File: src/rtl/core/apba_pkg.sv
// shared constants, codes and types of the address pool bitmap allocator
// used by every module of the block but apba_ram; depends on nothing

package apba_pkg;

    // largest pool the used map can hold, as log2 of the address count
    localparam int MAX_POOL_LOG2 = 10;

    localparam int ADDR_W    = 32;
    localparam int WORD_W    = 32;
    localparam int BIT_SEL_W = $clog2(WORD_W);
    localparam int MAP_BITS  = 1 << MAX_POOL_LOG2;
    localparam int MAP_WORDS = (MAP_BITS + WORD_W - 1) / WORD_W;
    localparam int WORD_AW   = (MAP_WORDS > 1) ? $clog2(MAP_WORDS) : 1;
    localparam int IDX_W     = WORD_AW + BIT_SEL_W;

    localparam int FUNC_W    = 2;
    localparam int STATUS_W  = 2;
    localparam int SIZE_W    = 4;
    localparam int EFF_W     = 5;
    localparam int CFG_IDX_W = 2;

    localparam int SIZE_LOG2_MIN   = 2;
    localparam int SIZE_LOG2_RESET = 8;

    localparam int FIFO_DEPTH = 2;

    // request kinds on the input channel
    localparam logic [FUNC_W-1:0] FUNC_ALLOC   = 2'd0;
    localparam logic [FUNC_W-1:0] FUNC_RELEASE = 2'd1;
    localparam logic [FUNC_W-1:0] FUNC_MARK    = 2'd2;

    // result status codes
    localparam logic [STATUS_W-1:0] STATUS_OK        = 2'd0;
    localparam logic [STATUS_W-1:0] STATUS_EXHAUSTED = 2'd1;
    localparam logic [STATUS_W-1:0] STATUS_OUTSIDE   = 2'd2;

    // configuration register indexes
    localparam logic [CFG_IDX_W-1:0] CFG_POOL_BASE      = 2'd0;
    localparam logic [CFG_IDX_W-1:0] CFG_POOL_SIZE_LOG2 = 2'd1;
    localparam logic [CFG_IDX_W-1:0] CFG_EXCLUDE_FIRST  = 2'd2;
    localparam logic [CFG_IDX_W-1:0] CFG_EXCLUDE_LAST   = 2'd3;

    // operations handed from the front end to the back end
    localparam logic [1:0] OP_ALLOC  = 2'd0;
    localparam logic [1:0] OP_CLEAR  = 2'd1;
    localparam logic [1:0] OP_SET    = 2'd2;
    localparam logic [1:0] OP_REPORT = 2'd3;

    typedef struct packed {
        logic [ADDR_W-1:0] pool_base;
        logic [SIZE_W-1:0] pool_size_log2;
        logic [ADDR_W-1:0] exclude_first;
        logic [ADDR_W-1:0] exclude_last;
    } cfg_t;

    typedef struct packed {
        logic [1:0]          op;
        logic [STATUS_W-1:0] status;
        logic [IDX_W-1:0]    index;
        logic [IDX_W-1:0]    last_idx;
        logic                excl_any;
        logic [IDX_W-1:0]    excl_lo;
        logic [IDX_W-1:0]    excl_hi;
        logic [ADDR_W-1:0]   base;
    } cmd_t;

endpackage

File: src/rtl/core/apba_ram.sv
// generic single write port, single read port ram with registered read data
// no dependencies

module apba_ram #(
    parameter int WIDTH = 32,
    parameter int DEPTH = 32
) (
    input  logic                                        aclk,
    input  logic                                        we,
    input  logic [((DEPTH > 1) ? $clog2(DEPTH) : 1)-1:0] waddr,
    input  logic [WIDTH-1:0]                            wdata,
    input  logic                                        re,
    input  logic [((DEPTH > 1) ? $clog2(DEPTH) : 1)-1:0] raddr,
    output logic [WIDTH-1:0]                            rdata
);

    logic [WIDTH-1:0] mem_reg [DEPTH];
    logic [WIDTH-1:0] rdata_reg;

    always_ff @(posedge aclk) begin
        if (we) begin
            mem_reg[waddr] <= wdata;
        end
        if (re) begin
            rdata_reg <= mem_reg[raddr];
        end
    end

    assign rdata = rdata_reg;

endmodule

File: src/rtl/core/apba_front.sv
// front end: accepts requests, checks the pool range and builds a command
// depends on apba_pkg

module apba_front (
    input  logic                          aclk,
    input  logic                          aresetn,
    input  logic                          s_valid,
    output logic                          s_ready,
    input  logic [apba_pkg::FUNC_W-1:0]   s_func,
    input  logic [apba_pkg::ADDR_W-1:0]   s_address,
    input  apba_pkg::cfg_t                cfg,
    output logic                          cmd_valid,
    input  logic                          cmd_ready,
    output apba_pkg::cmd_t                cmd
);

    logic                         cmd_valid_reg;
    logic                         cmd_valid_next;
    apba_pkg::cmd_t               cmd_reg;
    apba_pkg::cmd_t               cmd_next;

    logic [apba_pkg::EFF_W-1:0]   eff_log2;
    logic [apba_pkg::ADDR_W-1:0]  mask32;
    logic [apba_pkg::ADDR_W-1:0]  base;
    logic [apba_pkg::ADDR_W-1:0]  top;
    logic [apba_pkg::IDX_W-1:0]   mask_idx;
    logic                         in_pool;
    logic                         accept;

    assign s_ready = !cmd_valid_reg || cmd_ready;
    assign accept  = s_valid && s_ready;

    always_comb begin
        if (cfg.pool_size_log2 < apba_pkg::SIZE_W'(apba_pkg::SIZE_LOG2_MIN)) begin
            eff_log2 = apba_pkg::EFF_W'(apba_pkg::SIZE_LOG2_MIN);
        end else if ({1'b0, cfg.pool_size_log2} > apba_pkg::EFF_W'(apba_pkg::MAX_POOL_LOG2)) begin
            eff_log2 = apba_pkg::EFF_W'(apba_pkg::MAX_POOL_LOG2);
        end else begin
            eff_log2 = {1'b0, cfg.pool_size_log2};
        end
    end

    assign mask32   = ~({apba_pkg::ADDR_W{1'b1}} << eff_log2);
    assign base     = cfg.pool_base & ~mask32;
    assign top      = base | mask32;
    assign mask_idx = mask32[apba_pkg::IDX_W-1:0];
    assign in_pool  = (s_address & ~mask32) == base;

    always_comb begin
        cmd_next          = cmd_reg;
        cmd_valid_next    = cmd_valid_reg;
        if (cmd_ready) begin
            cmd_valid_next = 1'b0;
        end
        if (accept) begin
            cmd_valid_next    = 1'b1;
            cmd_next.base     = base;
            cmd_next.index    = s_address[apba_pkg::IDX_W-1:0] & mask_idx;
            cmd_next.last_idx = mask_idx - apba_pkg::IDX_W'(1);
            cmd_next.status   = apba_pkg::STATUS_OK;
            // exclusion range clipped to the pool, as index bounds
            cmd_next.excl_any = !(cfg.exclude_first > cfg.exclude_last)
                                && !(cfg.exclude_last < base)
                                && !(cfg.exclude_first > top);
            cmd_next.excl_lo  = (cfg.exclude_first < base) ? '0
                                : cfg.exclude_first[apba_pkg::IDX_W-1:0] & mask_idx;
            cmd_next.excl_hi  = (cfg.exclude_last > top) ? mask_idx
                                : cfg.exclude_last[apba_pkg::IDX_W-1:0] & mask_idx;
            case (s_func)
                apba_pkg::FUNC_ALLOC: begin
                    cmd_next.op = apba_pkg::OP_ALLOC;
                end
                apba_pkg::FUNC_RELEASE: begin
                    cmd_next.op     = in_pool ? apba_pkg::OP_CLEAR : apba_pkg::OP_REPORT;
                    cmd_next.status = in_pool ? apba_pkg::STATUS_OK
                                              : apba_pkg::STATUS_OUTSIDE;
                end
                apba_pkg::FUNC_MARK: begin
                    cmd_next.op     = in_pool ? apba_pkg::OP_SET : apba_pkg::OP_REPORT;
                    cmd_next.status = in_pool ? apba_pkg::STATUS_OK
                                              : apba_pkg::STATUS_OUTSIDE;
                end
                default: begin
                    cmd_next.op = apba_pkg::OP_REPORT;
                end
            endcase
        end
    end

    always_ff @(posedge aclk) begin
        if (!aresetn) begin
            cmd_valid_reg <= 1'b0;
        end else begin
            cmd_valid_reg <= cmd_valid_next;
        end
        cmd_reg <= cmd_next;
    end

    assign cmd_valid = cmd_valid_reg;
    assign cmd       = cmd_reg;

endmodule

File: src/rtl/core/apba_fifo.sv
// short command queue between the front end and the back end
// depends on apba_pkg

module apba_fifo (
    input  logic           aclk,
    input  logic           aresetn,
    input  logic           in_valid,
    output logic           in_ready,
    input  apba_pkg::cmd_t in_cmd,
    output logic           out_valid,
    input  logic           out_ready,
    output apba_pkg::cmd_t out_cmd
);

    localparam int PTR_W = (apba_pkg::FIFO_DEPTH > 1) ? $clog2(apba_pkg::FIFO_DEPTH) : 1;
    localparam int CNT_W = $clog2(apba_pkg::FIFO_DEPTH + 1);

    apba_pkg::cmd_t   mem_reg [apba_pkg::FIFO_DEPTH];
    logic [PTR_W-1:0] wr_ptr_reg;
    logic [PTR_W-1:0] wr_ptr_next;
    logic [PTR_W-1:0] rd_ptr_reg;
    logic [PTR_W-1:0] rd_ptr_next;
    logic [CNT_W-1:0] count_reg;
    logic [CNT_W-1:0] count_next;
    logic             push;
    logic             pop;

    assign in_ready  = count_reg != CNT_W'(apba_pkg::FIFO_DEPTH);
    assign out_valid = count_reg != '0;
    assign out_cmd   = mem_reg[rd_ptr_reg];
    assign push      = in_valid && in_ready;
    assign pop       = out_valid && out_ready;

    always_comb begin
        wr_ptr_next = wr_ptr_reg;
        rd_ptr_next = rd_ptr_reg;
        count_next  = count_reg;
        if (push) begin
            wr_ptr_next = (wr_ptr_reg == PTR_W'(apba_pkg::FIFO_DEPTH - 1)) ? '0
                          : wr_ptr_reg + PTR_W'(1);
        end
        if (pop) begin
            rd_ptr_next = (rd_ptr_reg == PTR_W'(apba_pkg::FIFO_DEPTH - 1)) ? '0
                          : rd_ptr_reg + PTR_W'(1);
        end
        if (push && !pop) begin
            count_next = count_reg + CNT_W'(1);
        end else if (pop && !push) begin
            count_next = count_reg - CNT_W'(1);
        end
    end

    always_ff @(posedge aclk) begin
        if (!aresetn) begin
            wr_ptr_reg <= '0;
            rd_ptr_reg <= '0;
            count_reg  <= '0;
        end else begin
            wr_ptr_reg <= wr_ptr_next;
            rd_ptr_reg <= rd_ptr_next;
            count_reg  <= count_next;
        end
        if (push) begin
            mem_reg[wr_ptr_reg] <= in_cmd;
        end
    end

endmodule

File: src/rtl/core/apba_back.sv
// back end: runs commands against the used map ram and drives the result beat
// depends on apba_pkg and apba_ram

module apba_back (
    input  logic                            aclk,
    input  logic                            aresetn,
    input  logic                            cmd_valid,
    output logic                            cmd_ready,
    input  apba_pkg::cmd_t                  cmd,
    output logic                            m_valid,
    input  logic                            m_ready,
    output logic [apba_pkg::STATUS_W-1:0]   m_status,
    output logic [apba_pkg::ADDR_W-1:0]     m_granted_address
);

    localparam logic ST_IDLE = 1'b0;
    localparam logic ST_EVAL = 1'b1;

    localparam int WORD_W  = apba_pkg::WORD_W;
    localparam int SEL_W   = apba_pkg::BIT_SEL_W;
    localparam int WORD_AW = apba_pkg::WORD_AW;
    localparam int IDX_W   = apba_pkg::IDX_W;

    function automatic logic [SEL_W-1:0] low_pos(input logic [WORD_W-1:0] v);
        logic [SEL_W-1:0] pos;
        pos = '0;
        for (int i = WORD_W - 1; i >= 0; i--) begin
            if (v[i]) begin
                pos = SEL_W'(i);
            end
        end
        return pos;
    endfunction

    logic                           state_reg;
    logic                           state_next;
    apba_pkg::cmd_t                 cur_reg;
    apba_pkg::cmd_t                 cur_next;
    logic [WORD_AW-1:0]             word_reg;
    logic [WORD_AW-1:0]             word_next;
    logic                           rd_valid_reg;
    logic [apba_pkg::MAP_WORDS-1:0] word_valid_reg;
    logic [apba_pkg::MAP_WORDS-1:0] word_valid_next;
    logic                           m_valid_reg;
    logic                           m_valid_next;
    logic [apba_pkg::STATUS_W-1:0]  m_status_reg;
    logic [apba_pkg::STATUS_W-1:0]  m_status_next;
    logic [apba_pkg::ADDR_W-1:0]    m_granted_reg;
    logic [apba_pkg::ADDR_W-1:0]    m_granted_next;

    logic                           rd_en;
    logic [WORD_AW-1:0]             rd_addr;
    logic                           wr_en;
    logic [WORD_W-1:0]              wr_data;
    logic [WORD_W-1:0]              ram_rdata;
    logic [WORD_W-1:0]              data;

    logic [WORD_AW-1:0]             last_word;
    logic [WORD_AW-1:0]             lo_word;
    logic [WORD_AW-1:0]             hi_word;
    logic [WORD_W-1:0]              range_mask;
    logic [WORD_W-1:0]              excl_mask;
    logic [WORD_W-1:0]              free;
    logic [WORD_W-1:0]              cand;
    logic [WORD_W-1:0]              win;
    logic [WORD_W-1:0]              one_hot;
    logic [SEL_W-1:0]               win_pos;

    assign cmd_ready = (state_reg == ST_IDLE) && (!m_valid_reg || m_ready);

    apba_ram #(
        .WIDTH (WORD_W),
        .DEPTH (apba_pkg::MAP_WORDS)
    ) u_map_ram (
        .aclk  (aclk),
        .we    (wr_en),
        .waddr (word_reg),
        .wdata (wr_data),
        .re    (rd_en),
        .raddr (rd_addr),
        .rdata (ram_rdata)
    );

    // a word never written reads as all free
    assign data = rd_valid_reg ? ram_rdata : '0;

    assign last_word = cur_reg.last_idx[IDX_W-1:SEL_W];
    assign lo_word   = cur_reg.excl_lo[IDX_W-1:SEL_W];
    assign hi_word   = cur_reg.excl_hi[IDX_W-1:SEL_W];

    // scan window and exclusion window inside the current word
    always_comb begin
        range_mask = '1;
        if (word_reg == '0) begin
            range_mask[0] = 1'b0;
        end
        if (word_reg == last_word) begin
            range_mask = range_mask & ({WORD_W{1'b1}} >> (SEL_W'(WORD_W - 1)
                                       - cur_reg.last_idx[SEL_W-1:0]));
        end
        excl_mask = '0;
        if (cur_reg.excl_any && word_reg >= lo_word && word_reg <= hi_word) begin
            excl_mask = '1;
            if (word_reg == lo_word) begin
                excl_mask = excl_mask & ({WORD_W{1'b1}} << cur_reg.excl_lo[SEL_W-1:0]);
            end
            if (word_reg == hi_word) begin
                excl_mask = excl_mask & ({WORD_W{1'b1}} >> (SEL_W'(WORD_W - 1)
                                         - cur_reg.excl_hi[SEL_W-1:0]));
            end
        end
    end

    assign free    = ~data & range_mask;
    assign cand    = free & ~excl_mask;
    assign win     = cand & (~cand + WORD_W'(1));
    assign win_pos = low_pos(cand);
    assign one_hot = WORD_W'(1) << cur_reg.index[SEL_W-1:0];

    always_comb begin
        state_next      = state_reg;
        cur_next        = cur_reg;
        word_next       = word_reg;
        word_valid_next = word_valid_reg;
        m_valid_next    = m_valid_reg;
        m_status_next   = m_status_reg;
        m_granted_next  = m_granted_reg;
        rd_en           = 1'b0;
        rd_addr         = '0;
        wr_en           = 1'b0;
        wr_data         = data;

        if (m_ready) begin
            m_valid_next = 1'b0;
        end

        case (state_reg)
            ST_IDLE: begin
                if (cmd_valid && cmd_ready) begin
                    cur_next = cmd;
                    if (cmd.op == apba_pkg::OP_REPORT) begin
                        m_valid_next   = 1'b1;
                        m_status_next  = cmd.status;
                        m_granted_next = '0;
                    end else begin
                        rd_en      = 1'b1;
                        rd_addr    = (cmd.op == apba_pkg::OP_ALLOC) ? '0
                                     : cmd.index[IDX_W-1:SEL_W];
                        word_next  = rd_addr;
                        state_next = ST_EVAL;
                    end
                end
            end
            ST_EVAL: begin
                wr_en                     = 1'b1;
                word_valid_next[word_reg] = 1'b1;
                case (cur_reg.op)
                    apba_pkg::OP_ALLOC: begin
                        if (cand != '0) begin
                            // winner plus the free excluded bits passed below it
                            wr_data        = data | win | (free & excl_mask & (win - WORD_W'(1)));
                            m_valid_next   = 1'b1;
                            m_status_next  = apba_pkg::STATUS_OK;
                            m_granted_next = cur_reg.base
                                             | apba_pkg::ADDR_W'({word_reg, win_pos});
                            state_next     = ST_IDLE;
                        end else begin
                            wr_data = data | (free & excl_mask);
                            if (word_reg == last_word) begin
                                m_valid_next   = 1'b1;
                                m_status_next  = apba_pkg::STATUS_EXHAUSTED;
                                m_granted_next = '0;
                                state_next     = ST_IDLE;
                            end else begin
                                rd_en     = 1'b1;
                                rd_addr   = word_reg + WORD_AW'(1);
                                word_next = rd_addr;
                            end
                        end
                    end
                    apba_pkg::OP_SET: begin
                        wr_data        = data | one_hot;
                        m_valid_next   = 1'b1;
                        m_status_next  = apba_pkg::STATUS_OK;
                        m_granted_next = '0;
                        state_next     = ST_IDLE;
                    end
                    default: begin
                        wr_data        = data & ~one_hot;
                        m_valid_next   = 1'b1;
                        m_status_next  = apba_pkg::STATUS_OK;
                        m_granted_next = '0;
                        state_next     = ST_IDLE;
                    end
                endcase
            end
            default: begin
                state_next = ST_IDLE;
            end
        endcase
    end

    always_ff @(posedge aclk) begin
        if (!aresetn) begin
            state_reg      <= ST_IDLE;
            word_valid_reg <= '0;
            m_valid_reg    <= 1'b0;
        end else begin
            state_reg      <= state_next;
            word_valid_reg <= word_valid_next;
            m_valid_reg    <= m_valid_next;
        end
        if (rd_en) begin
            rd_valid_reg <= word_valid_reg[rd_addr];
        end
        cur_reg       <= cur_next;
        word_reg      <= word_next;
        m_status_reg  <= m_status_next;
        m_granted_reg <= m_granted_next;
    end

    assign m_valid           = m_valid_reg;
    assign m_status          = m_status_reg;
    assign m_granted_address = m_granted_reg;

endmodule

File: src/rtl/core/address_pool_bitmap_allocator.sv
// top level of the address pool bitmap allocator: config registers, front end,
// command queue and back end; depends on apba_pkg, apba_front, apba_fifo, apba_back

// First-fit allocator over an aligned pool of 2^pool_size_log2 addresses, the log2
// clamped to 2..10, with one used bit per address held in a 32-bit-wide map ram. A
// request passes a registered front end that checks the pool range, waits in a
// two-entry queue, and is then run by the back end one request at a time. Release
// and mark-used read the map word and write it back. Allocate reads and writes one
// map word per cycle from the word holding index 1 up to the winner; the read port
// of the map ram sets that pace. Reset clears the map at once through per-word
// valid flags, with no clearing pass. Configuration writes are taken at any time
// but must only be made while idle.

module address_pool_bitmap_allocator (
    input  logic                              aclk,
    input  logic                              aresetn,
    input  logic                              cfg_valid,
    output logic                              cfg_ready,
    input  logic [apba_pkg::CFG_IDX_W-1:0]    cfg_index,
    input  logic [apba_pkg::ADDR_W-1:0]       cfg_data,
    input  logic                              s_valid,
    output logic                              s_ready,
    input  logic [apba_pkg::FUNC_W-1:0]       s_func,
    input  logic [apba_pkg::ADDR_W-1:0]       s_address,
    output logic                              m_valid,
    input  logic                              m_ready,
    output logic [apba_pkg::STATUS_W-1:0]     m_status,
    output logic [apba_pkg::ADDR_W-1:0]       m_granted_address
);

    apba_pkg::cfg_t cfg_reg;
    apba_pkg::cfg_t cfg_next;

    logic           front_valid;
    logic           front_ready;
    apba_pkg::cmd_t front_cmd;
    logic           queue_valid;
    logic           queue_ready;
    apba_pkg::cmd_t queue_cmd;

    assign cfg_ready = 1'b1;

    always_comb begin
        cfg_next = cfg_reg;
        if (cfg_valid) begin
            case (cfg_index)
                apba_pkg::CFG_POOL_BASE:      cfg_next.pool_base = cfg_data;
                apba_pkg::CFG_POOL_SIZE_LOG2: begin
                    cfg_next.pool_size_log2 = cfg_data[apba_pkg::SIZE_W-1:0];
                end
                apba_pkg::CFG_EXCLUDE_FIRST:  cfg_next.exclude_first = cfg_data;
                apba_pkg::CFG_EXCLUDE_LAST:   cfg_next.exclude_last = cfg_data;
                default:                      cfg_next = cfg_reg;
            endcase
        end
    end

    always_ff @(posedge aclk) begin
        if (!aresetn) begin
            cfg_reg.pool_base      <= '0;
            cfg_reg.pool_size_log2 <= apba_pkg::SIZE_W'(apba_pkg::SIZE_LOG2_RESET);
            cfg_reg.exclude_first  <= '0;
            cfg_reg.exclude_last   <= '0;
        end else begin
            cfg_reg <= cfg_next;
        end
    end

    apba_front u_front (
        .aclk      (aclk),
        .aresetn   (aresetn),
        .s_valid   (s_valid),
        .s_ready   (s_ready),
        .s_func    (s_func),
        .s_address (s_address),
        .cfg       (cfg_reg),
        .cmd_valid (front_valid),
        .cmd_ready (front_ready),
        .cmd       (front_cmd)
    );

    apba_fifo u_queue (
        .aclk      (aclk),
        .aresetn   (aresetn),
        .in_valid  (front_valid),
        .in_ready  (front_ready),
        .in_cmd    (front_cmd),
        .out_valid (queue_valid),
        .out_ready (queue_ready),
        .out_cmd   (queue_cmd)
    );

    apba_back u_back (
        .aclk              (aclk),
        .aresetn           (aresetn),
        .cmd_valid         (queue_valid),
        .cmd_ready         (queue_ready),
        .cmd               (queue_cmd),
        .m_valid           (m_valid),
        .m_ready           (m_ready),
        .m_status          (m_status),
        .m_granted_address (m_granted_address)
    );

endmodule

File: config.mk
export PLATFORM = sky130hd
export DESIGN_NAME = address_pool_bitmap_allocator
export DESIGN_NICKNAME = d
export VERILOG_FILES = /design/src/rtl/core/apba_pkg.sv /design/src/rtl/core/apba_ram.sv /design/src/rtl/core/apba_front.sv /design/src/rtl/core/apba_fifo.sv /design/src/rtl/core/apba_back.sv /design/src/rtl/core/address_pool_bitmap_allocator.sv
export SDC_FILE = /design/constraint.sdc
export NUM_CORES = 2
export LEC_CHECK = 0
export BUFFER_PORTS_ARGS = -buffer_cell sky130_fd_sc_hd__buf_2
export CAP_MARGIN = 30
export CORE_UTILIZATION = 49
export DETAILED_ROUTE_END_ITERATION = 6
export PLACE_DENSITY = 0.67
export SYNTH_ARGS = -nofsm -noshare
export SYNTH_HDL_FRONTEND = slang
export SYNTH_SLANG_ARGS = --single-unit
File: constraint.sdc
create_clock -name aclk -period 10.5 [get_ports aclk]
set_clock_uncertainty 0.1 [all_clocks]
set_input_delay 1.05 -clock aclk [delete_from_list [all_inputs] [get_ports aclk]]
set_output_delay 1.05 -clock aclk [all_outputs]
set_load 0.02 [all_outputs]
==> key figures <==
Run status
  • Result of the run: complete, but fails checks
  • Violated checks: design-rule violations

Global routing
  • Pin count of the biggest net entering global routing: 165
  • Vias in the first global route: 40343
  • Total gr overflow: 0
  • Global-route wire length before repair: 275000 um
  • Total global routing track utilization: 27.7%
  • Number of antenna violations at the first check in global routing: 11

Clocking
  • Count of buffers added by post-CTS timing repair for setup: 0
  • CTS tree: yes
  • # clock sinks: 1532
  • Worst-path clk slew: 0.06 ns
  • CTS Hold Bufs: 0
  • CTS root buf: clkbuf_16
  • Clk Latency, worst-skew pair: 0.80 ns
  • Number of gates resized after CTS: 0
  • CTS H-Tree Depth: 4
  • Max clock buf depth: 3
  • Clock buffers created by TritonCTS: 158

STA
  • Setup repair after global routing missed its margin: false
  • Max frequency: 139 MHz
  • Headroom to the max-slew limit: 28.4%
  • Fraction of the cycle the final worst path needs: 68.3%
  • Worst-margin pin slew: 1.06 ns
  • Time the final worst path needs with I/O delays and setup: 7.17 ns
  • Final Setup Violations: 0
  • Slew Viols, Final: 0
  • Setup ws final: 3.33 ns
  • Number of hold-slack violations in the final timing report: 0
  • Final-layout setup total negative slack: 0 ns

Yosys
  • Area share of the largest cell type after synthesis: 63.2%
  • Cell taking the most area after synthesis: edfxtp_1
  • Number of synthesized register bits: 1532
  • Fraction of registers with async set/reset: 0%
  • Syn_area_per_cell: 13.5 um^2
  • Cell variety after synth: 97
  • Number of flops mapped to enable cells by yosys: 1394
  • Mapped cell area: 66200 um^2
  • Main flop type after synthesis: edfxtp_1
  • Yosys warning count: 0
  • Cells after synthesis: 4891
  • Sequential share of the synthesized area: 67.4%
  • Top cells by area in the synthesized netlist: edfxtp_1 63%, nand2_1 4.8%, mux2i_1 4.7%

Worst setup path
  • Category of the most critical setup path: reg2reg
  • CP Data Arrival Time: 7.61 ns
  • Worst path required time: 10.94 ns
  • Worst Setup Start Kind: register
  • Crit path capture type: register
  • Highest fanout seen on the critical path: 44

Finish
  • Share of final-layout standard cells stronger than drive strength 1: 14.0%
  • Most frequent standard cell in the layout excluding fill and tap cells: edfxtp_1
  • Number of flip-flops under the largest register name: 1024
  • Synth-to-Final Area Change: 12.1%
  • Highest-count cells in the layout ignoring fill and taps: 1394 x edfxtp_1, 843 x nand2_1, 309 x mux2i_1, 198 x nand3_1, 158 x clkbuf_16
  • Fill cell instance count of the final layout: 10693
  • Final nets: 5236

Detailed routing
  • Total via count in the routed design: 42357
  • Count of antenna-violating nets left after detailed routing: 0
  • Routed via count divided by cell count: 6.13
  • Detailed-router iteration count before antenna repair: 7
  • Avg WL per Cell: 27.6 um
  • Final routed DRC violation total: 8
  • Total wire length after detailed routing: 191000 um
  • Number of violations reported at the end of detailed-routing iteration 0: 5498

Floorplan
  • DIE HEIGHT: 370 um
  • Number of placed I/O pins: 110
  • Die Width: 370 um
  • Full die area: 137000 um^2
  • Starting density of the core: 49.5%
  • Placeable core area: 134000 um^2
  • Number of standard-cell rows in the floorplan: 134

Placement
  • IO buf count: 108
  • Detailed placer's ending HPWL: 112000 um
  • Weighted congestion at the end of routability-driven global placement: 1.00
  • Minimum setup slack after placement: 3.42 ns

Power
  • Total power density per cell area: 251 nW/um^2
  • Highest ir drop seen on vdd: 179 uV
  • Static Leak: 24.9 nW

Run
  • Max-capacitance violation count: 0

Worst hold path
  • Classification of the worst-slack hold path: reg2reg
## path summary, 6_finish.rpt
check	startpoint	end	slack [ns]	depth (start not counted)
hold reg to reg	u_front.cmd[44]	u_queue.mem_reg[1][44]	0.34	0
setup reg to reg	u_back.word_reg[4]	u_back.u_map_ram.rdata[12]	3.33	15
hold / removal	u_front.cmd[44]	u_queue.mem_reg[1][44]	0.34	0
setup / recovery	u_back.word_reg[4]	u_back.u_map_ram.rdata[12]	3.33	15
## cell usage after synthesis (14+ instances only)
master	n
mux2i_1	309
mux2_1	16
a211oi_1	42
buf_2	76
nand4_1	33
a22oi_1	51
a21oi_1	124
nor4_2	33
o221ai_1	36
xor2_1	14
xnor2_1	29
a21o_1	37
mux2_2	105
a21boi_0	108
or2_2	14
o21ai_0	111
and2_1	52
o21a_1	75
and3_1	20
nor2b_1	18
edfxtp_1	1394
o22ai_1	23
nor3_1	36
inv_1	99
ha_1	145
nand2b_1	28
clkbuf_1	149
nand3_1	199
a22o_1	36
buf_6	20
nor2_1	132
nand2_1	848
dfxtp_1	138
buf_4	19
a32oi_1	40
a31oi_1	79
## per-stage QoR
step | instances | power [mW] | instance area (um^2) | util [%] | hold WS [ns]
after floorplan | 4903 | 11.4 | 66200 | - | 0.321
after global placement | 6608 | 13.1 | 69000 | 51.6 | 0.322
after detailed placement | 6623 | 13.2 | 69200 | 51.7 | 0.330
after CTS | 6906 | 18.6 | 74100 | 55.4 | 0.323
after global routing | 6909 | 19.2 | 74200 | 55.5 | 0.345
final | 6910 | 18.6 | 74200 | 55.5 | 0.341
## critical path, stage by stage (launching register included)
cell and delay [ns]:
edfxtp_1 0.59, ha_1 0.41, nand3_1 0.34, nor2_4 0.30
o31a_1 0.58, nand2_2 0.41, a221oi_1 0.63, nand4_1 0.29
or4_1 0.72, o21a_4 0.50, buf_4 0.48, nand2_2 0.15
buf_4 0.61, o221ai_1 0.21, a211oi_1 0.36, nor4_2 0.11
## report_power, final
group / switching (mW) / internal, mW
Combinational: 3.52 / 1.59
Clock: 2.37 / 2.98
Sequential: 0.366 / 7.78
## metal layers
metal,vias to the layer above,global-route usage [%],wire length [um]
met2,2170,42.1,86300
met4,0,11.8,8170
li1,18659,-,-
met5,-,0,0
met1,21067,38.9,78400
met3,461,5.45,17900
## kinds of logic after synthesis
logic type	count (synthesis)	synth area share, %
compound gates	875	9.33
mux	442	7.00
simple gates	1481	10.3
fa+ha+maj	145	2.74
buf+inv	370	2.58
flops	1532	67.4
other cells	2	0.0113
xor+xnor	44	0.593
## area by class of cell
type	count	area [um^2]	share of cell area [%]
Clock inverter	75	718	0.968
Timing Repair Buffer	226	1650	2.22
Multi-Input combinational cell	3001	20500	27.6
Sequential cell	1532	44600	60.1
Tap cell	1768	2210	2.98
Inverter	99	372	0.501
Clock buffer	208	4180	5.63
Antenna cell	1	2.50	0.00337
No activity file was read; power rests on OpenSTA's default activity.
